**src/hdl/pcpfa_pkg.sv**
```systemverilog
package pcpfa_pkg;

    localparam int CPU_MAX_W = 6;
    localparam int IDX_MAX_W = 20;
    localparam int CNT_W     = 32;

    localparam logic       CMD_ALLOC      = 1'b0;
    localparam logic       CMD_FREE       = 1'b1;
    localparam logic [1:0] STAT_DONE      = 2'd0;
    localparam logic [1:0] STAT_OOM       = 2'd1;
    localparam logic [1:0] STAT_REJECT    = 2'd2;
    localparam logic       REG_POOL_START = 1'b0;
    localparam logic       REG_POOL_END   = 1'b1;

    typedef struct packed {
        logic        command;
        logic [2:0]  cpu_id;
        logic [31:0] free_address;
    } req_t;

    typedef struct packed {
        logic [31:0] page_address;
        logic [1:0]  status;
    } rsp_t;

    // classified command between front and back
    typedef struct packed {
        logic                 is_free;
        logic                 bad;
        logic [CPU_MAX_W-1:0] cpu;
        logic [IDX_MAX_W-1:0] idx;
    } cmd_t;

endpackage

```
**src/hdl/pcpfa_front.sv**
```systemverilog
module pcpfa_front #(
    parameter int CPUS       = 8,
    parameter int PAGES      = 32768,
    parameter int PAGE_BYTES = 4096
) (
    input  logic               clk,
    input  logic               rst_n,
    input  logic               push,
    output logic               full,
    input  pcpfa_pkg::req_t    req,
    input  logic               cfg_valid,
    input  logic               cfg_index,
    input  logic [31:0]        cfg_data,
    output logic [32:0]        base,
    output logic               cmd_valid,
    output pcpfa_pkg::cmd_t    cmd,
    input  logic               cmd_take
);
    import pcpfa_pkg::*;

    localparam int IDX_W = (PAGES > 1) ? $clog2(PAGES) : 1;
    localparam int OFF_W = $clog2(PAGE_BYTES);
    localparam logic [32:0] OFF_MASK = 33'(PAGE_BYTES - 1);

    logic [31:0] pool_start_reg, pool_end_reg;
    logic [32:0] base_reg, base_next;
    cmd_t        q_reg [2];
    logic        wr_ptr_reg, rd_ptr_reg;
    logic [1:0]  cnt_reg, cnt_next;
    cmd_t        cls;
    logic [6:0]  cpu_m;
    logic [31:0] diff, idx_full;
    logic        accept;

    assign base_next = ({1'b0, cfg_data} + OFF_MASK) & ~OFF_MASK;

    always_comb
    begin
        cpu_m = {4'd0, req.cpu_id};
        for (int i = 0; i < 4; i++)
        begin
            if (cpu_m >= 7'(CPUS))
                cpu_m = cpu_m - 7'(CPUS);
        end
        diff     = req.free_address - base_reg[31:0];
        idx_full = diff >> OFF_W;
        cls.is_free = (req.command == CMD_FREE);
        cls.cpu     = cpu_m[CPU_MAX_W-1:0];
        cls.idx     = IDX_MAX_W'(idx_full[IDX_W-1:0]);
        cls.bad     = ((33'(req.free_address) & OFF_MASK) != 33'd0)
                   || (req.free_address < pool_start_reg)
                   || (req.free_address >= pool_end_reg)
                   || ({1'b0, req.free_address} < base_reg)
                   || (idx_full >= 32'(PAGES));
    end

    assign full      = (cnt_reg == 2'd2);
    assign accept    = push && !full;
    assign cmd_valid = (cnt_reg != 2'd0);
    assign cmd       = q_reg[rd_ptr_reg];
    assign base      = base_reg;

    always_comb
    begin
        cnt_next = cnt_reg;
        if (accept && !cmd_take)
            cnt_next = cnt_reg + 2'd1;
        else if (!accept && cmd_take)
            cnt_next = cnt_reg - 2'd1;
    end

    always_ff @(posedge clk or negedge rst_n)
    begin
        if (!rst_n)
        begin
            pool_start_reg <= '0;
            pool_end_reg   <= '0;
            base_reg       <= '0;
            wr_ptr_reg     <= 1'b0;
            rd_ptr_reg     <= 1'b0;
            cnt_reg        <= 2'd0;
        end
        else
        begin
            if (cfg_valid && cfg_index == REG_POOL_START)
            begin
                pool_start_reg <= cfg_data;
                base_reg       <= base_next;
            end
            if (cfg_valid && cfg_index == REG_POOL_END)
                pool_end_reg <= cfg_data;
            if (accept)
                wr_ptr_reg <= !wr_ptr_reg;
            if (cmd_take)
                rd_ptr_reg <= !rd_ptr_reg;
            cnt_reg <= cnt_next;
        end
    end

    always_ff @(posedge clk)
    begin
        if (accept)
            q_reg[wr_ptr_reg] <= cls;
    end

endmodule

```
**config.mk**
```make
export PLATFORM = sky130hd
export DESIGN_NAME = pcpfa_front
export DESIGN_NICKNAME = d
export VERILOG_FILES = /design/src/hdl/pcpfa_pkg.sv /design/src/hdl/pcpfa_front.sv
export SDC_FILE = /design/constraint.sdc
export NUM_CORES = 1
export LEC_CHECK = 0
export BUFFER_PORTS_ARGS = -buffer_cell sky130_fd_sc_hd__buf_2
export CAP_MARGIN = 10
export CORE_MARGIN = 5
export CORE_UTILIZATION = 35
export DETAILED_ROUTE_END_ITERATION = 7
export HOLD_SLACK_MARGIN = 0.08
export MAX_ROUTING_LAYER = met4
export PLACE_DENSITY_LB_ADDON = 0.08
export SLEW_MARGIN = 25
export SYNTH_ARGS = -nofsm -noshare
export SYNTH_HDL_FRONTEND = slang
export SYNTH_SLANG_ARGS = --single-unit
```
**constraint.sdc**
```tcl
create_clock -name clk -period 4 [get_ports clk]
set_input_delay 0.2 -clock clk [delete_from_list [all_inputs] [get_ports clk]]
set_output_delay 0.2 -clock clk [all_outputs]
set_load 0.02 [all_outputs]
```
**Word-level counts from Yosys, hierarchy flattened**

Memories as Yosys holds them, arrays and structs flattened.
Index checks and enable logic that the tools add are counted.

- Eq/ne operators: 1
- Reductions and logical operators: 17
- $lt $le $gt $ge: 4
- Multiplexer cells: 4
- Add/subtract/negate cells: 4
- Bitwise gates (word level): 1

Operators by type and width:

| kind | count |
|---|---|
| $add 32x12->33 const B | 1 |
| $lt 32x33->1 | 1 |
| $reduce_bool 33->1 | 1 |
| $ge 32x32->1 | 1 |
| $lt 32x32->1 | 1 |
| $sub 32x32->32 | 1 |
| $ge 20x16->1 const B | 1 |
| $logic_and 1x1->1 | 5 |
| $logic_not 1->1 | 5 |
| $logic_or 1x1->1 | 4 |
| $mux 2 | 2 |
| $reduce_bool 2->1 | 2 |
| $add 2x1->2 const B | 1 |
| $eq 2x2->1 const B | 1 |
| $mux 1 | 2 |
| $sub 2x1->2 const B | 1 |
| $not 1->1 | 1 |

- Register bits: 89
- Memories: 1
- Memory bits (writable): 40
- Output and inout port bits: 63
- Bits of input ports: 74

Memories:

| name | words | width | read ports | clocked after memory_dff | wr ports | line | RTL |
|---|---|---|---|---|---|---|---|
| q_reg | 2 | 20 | 1 | 0 | 1 | pcpfa_front.sv:27 | `cmd_t q_reg [2];` |

**Depth between registers and ports, before layout**

- Word-level depth: 7
- Depth in mapped cells: 11
- Mapped depth without buffers: 11

**Worst setup path before layout**

OpenSTA, ideal clock, no wires.

- Path kind: register to register
- Start: register base_reg[24], in the netlist base[24]
- End: memory q_reg[0][18] (netlist bit), data pin
- Buffers on the path: 0
- Stages on the path, launching flop included: 11
- Library setup time: 283 ps
- Clock period less this slack: 2,648 ps
- Arrival: 2,365 ps
- Path slack: 1,352 ps
- Cells stage by stage: dfrtp_1 -> inv_1 -> ha_1 -> a21o_1 -> o21a_1 -> a311oi_2 -> a21boi_1 -> o21a_1 -> or4_1 -> nand2_1 -> nand4_1

RTL lines:

| what | line | RTL |
|---|---|---|
| from (decl) | pcpfa_front.sv:26 | `logic [32:0] base_reg, base_next;` |
| from (signal assigned) | pcpfa_front.sv:88 | `base_reg <= base_next;` |
| to (decl) | pcpfa_front.sv:27 |  |

==> metrics <==
crit-path cells inv_1 -> ha_1 -> a21o_1 -> a2111oi_0 -> o31a_1 -> o21ai_0 -> a221oi_1 -> o31ai_1 -> a2111oi_2 -> nand4_1; pin count of the biggest net entering global routing 80; DP Area 8730 sq um; Yosys cell types 53; power per cell area 492 nW/um^2; initial core utilization 0.352; fin area 9500 sq um; hold crit path type input pin to flop; Final Wtd Congestion 0.850; core area between 20000 and 25000 sq um; CTS tree done; post-synthesis sequential area ratio 0.434; Max clock buf depth 2; Post-synth ARST share 0.690; CTS Buf Count 17; vias in the first global route 6229; WS Path Type flop to flop; Residual DRC 0; die area 25700 sq um; ANT cells 0; GRT Util Overall 0.166; dpl hpwl 15.2 mm; Critical Path Fanout Max 3; Switch Pwr 0.00153 W; CP top delay family compound AO/OA/AOI/OAI gates; antenna violations before repair 0; CP endpoint kind flop; Vias/cell 4.81; sw frac 0.327; RSZ-0062 raised after global routing false; Synth Register Bits 129; setup bufs post-CTS 0; CP max stage delay 410 ps; fin crit period around 2800 ps; Max VDD drop 0.000263 V; Mean Syn Cell Area 10.6 sq um; global route overflow 0; Synth Instances ~750; Data arrival, critical path 2960 ps; max reg flops 40; first-pass GRT wire length 32.9 mm; routed length per instance between 15 and 20 microns; CTS root buf clkbuf_16; worst slew pin tran 904 ps; combinational power share 0.306; period utilization 0.709; YS warnings 0; IO Pins 137; outcome finished, final reports clean; commonest cells after routing, fill and taps aside 115 x buf_2, 97 x inv_1, 89 x dfrtp_1; row count 55; Nets between 1000 and 1500; Initial DRT Pass Iterations 4; Clk pin slew, worst setup/hold paths around 60 ps; Buf/Inv on CP 1; Layout area overhead 20.2%; Worst-Skew Late Latency 430 ps; Die Y 160 microns; final WL 19.7 mm; depth of the CTS H-tree 4; clock skew 20.8 ps; ANT nets after route 0; fraction of layout cells with a size suffix above 1 0.260; Hold Fails Final Rpt 0; max frequency roughly 350 MHz; post-route setup TNS 0 ps; Flop pwr share 0.386; setup violators final 0; I/O Buffers ~120; initial DRC count 197; Pint between 0.003 and 0.004 W; Post-synth EDFFs 40; part of the power in the clock network 0.308; max-cap violations 0; Worst slew margin 0.397; slowest CP cell a2111oi_0; Post-Syn Area 7900 sq um; top_reg_cell synth dfrtp_1; via count 5719; cell leakage power 4.46 nW; Crit path required time a little over 4000 ps; crit start category flop; DIE WIDTH 160 microns; commonest non-fill, non-tap cell in the layout buf_2; Slew Limit Fails 0; Sink Count 129
area by class of cell:
| class | count | area (sq um) |
|---|---|---|
| clock buffer | 24 | 472 |
| clock inverter | 7 | 62.6 |
| fill | 2204 | 12900 |
| inverter | 97 | 364 |
| multi-input combinational | 503 | 3970 |
| sequential | 129 | 3430 |
| tap | 285 | 357 |
| timing repair buffer | 144 | 853 |
cells in the mapped netlist, types with 2 or more instances:
cell type	instances	area, sq um
a2111oi_0	6	52.6
a211oi_1	2	15.0
a21o_1	13	97.6
a21oi_1	36	180
a221oi_1	2	17.5
a311oi_2	2	30.0
a31oi_1	4	25.0
and2_1	3	18.8
and3_1	9	56.3
and4_1	5	43.8
buf_4	21	158
clkbuf_1	16	60.1
dfrtp_1	89	2230
edfxtp_1	40	1200
ha_1	84	1050
inv_1	97	364
mux2_2	74	833
mux2i_1	2	20.0
nand2_1	60	225
nand2b_1	10	62.6
nand3_1	14	70.1
nand4_1	10	62.6
nor2_1	22	82.6
nor2b_1	4	25.0
nor3_1	3	15.0
nor4_1	3	18.8
nor4_2	3	37.5
o2111ai_1	3	26.3
o211ai_1	4	30.0
o21a_1	3	22.5
o21ai_0	39	195
o21ai_1	6	30.0
o221ai_1	2	17.5
o31ai_1	3	22.5
or4_1	2	15.0
xnor2_1	22	193
xor2_1	14	123
final timing paths:
check | from | to | slack [ps] | cells after the start
min reg2reg | pool_end_reg[13] | pool_end_reg[13] | 480 | 2
max in group asynchronous | rst_n | pool_end_reg[20] | 2660 | 3
max reg2reg | pool_end_reg[6] | q_reg[0][18] | 1160 | 10
min in group asynchronous | rst_n | pool_end_reg[4] | 430 | 2
max | pool_end_reg[6] | q_reg[0][18] | 1160 | 10
min | cfg_data[27] | base[27] | 90 | 3
power groups by stage:
stage / registers, W / logic, W / clock network [W]
finish: 0.00181 / 0.00143 / 0.00144
global route: 0.00184 / 0.00161 / 0.00154
CTS: 0.00182 / 0.00146 / 0.00149
detailed placement: 0.00184 / 0.00143 / 0
global placement: 0.00183 / 0.00141 / 0
floorplan: 0.00180 / 0.00101 / 0
through the flow:
stage / util / hold slack (ps) / std cells / total power [W] / setup slack, ps
4_1_cts: 0.423 / 84.3 / 1189 / 0.00476 / 1070
3_3_place_gp: 0.389 / 362 / 1134 / 0.00324 / 1210
3_5_place_dp: 0.389 / 381 / 1134 / 0.00327 / 1060
6_report: 0.424 / 92.5 / 1189 / 0.00468 / 1160
2_1_floorplan: - / -95.6 / 767 / 0.00281 / 1350
5_1_grt: 0.424 / 92.3 / 1189 / 0.00499 / 899
kinds of logic (layout without fill, tap and decap cells):
| family | Yosys count | in the layout | share of synthesized area |
|---|---|---|---|
| buffers and inverters | 135 | 272 | 0.0741 |
| adders and majority gates | 85 | 85 | 0.136 |
| xor gates and xnor gates | 36 | 36 | 0.0399 |
| DFF | 129 | 129 | 0.434 |
| and+or+nand+nor | 155 | 155 | 0.102 |
| other | 1 | 20 | 0.000474 |
| muxes | 76 | 76 | 0.108 |
| AOI/OAI and AO/OA | 131 | 131 | 0.106 |
worst register-to-register path, delay by kind of cell, from the launching register on:
family | cells | cell delay [ps]
buffers and inverters | 1 | 50
DFF | 1 | 350
AOI/OAI and AO/OA | 7 | 1650
adders and majority gates | 1 | 300
and+or+nand+nor | 1 | 180
what timing repair did:
item | CTS | global route
hold buffers | 24 | 0
endpoints found under the hold margin | 108 | 0
resized for setup | 0 | 0
layer usage:
| layer | vias to the layer above | global-route usage | wire length (microns) |
|---|---|---|---|
| li1 | 2879 | - | - |
| met2 | 124 | 0.261 | 9220 |
| met3 | 10 | 0.0335 | 735 |
| met4 | 0 | 0.0504 | 179 |
| met1 | 2706 | 0.216 | 9610 |
| met5 | - | - | 0 |
Power figures use the tool's default switching activity.
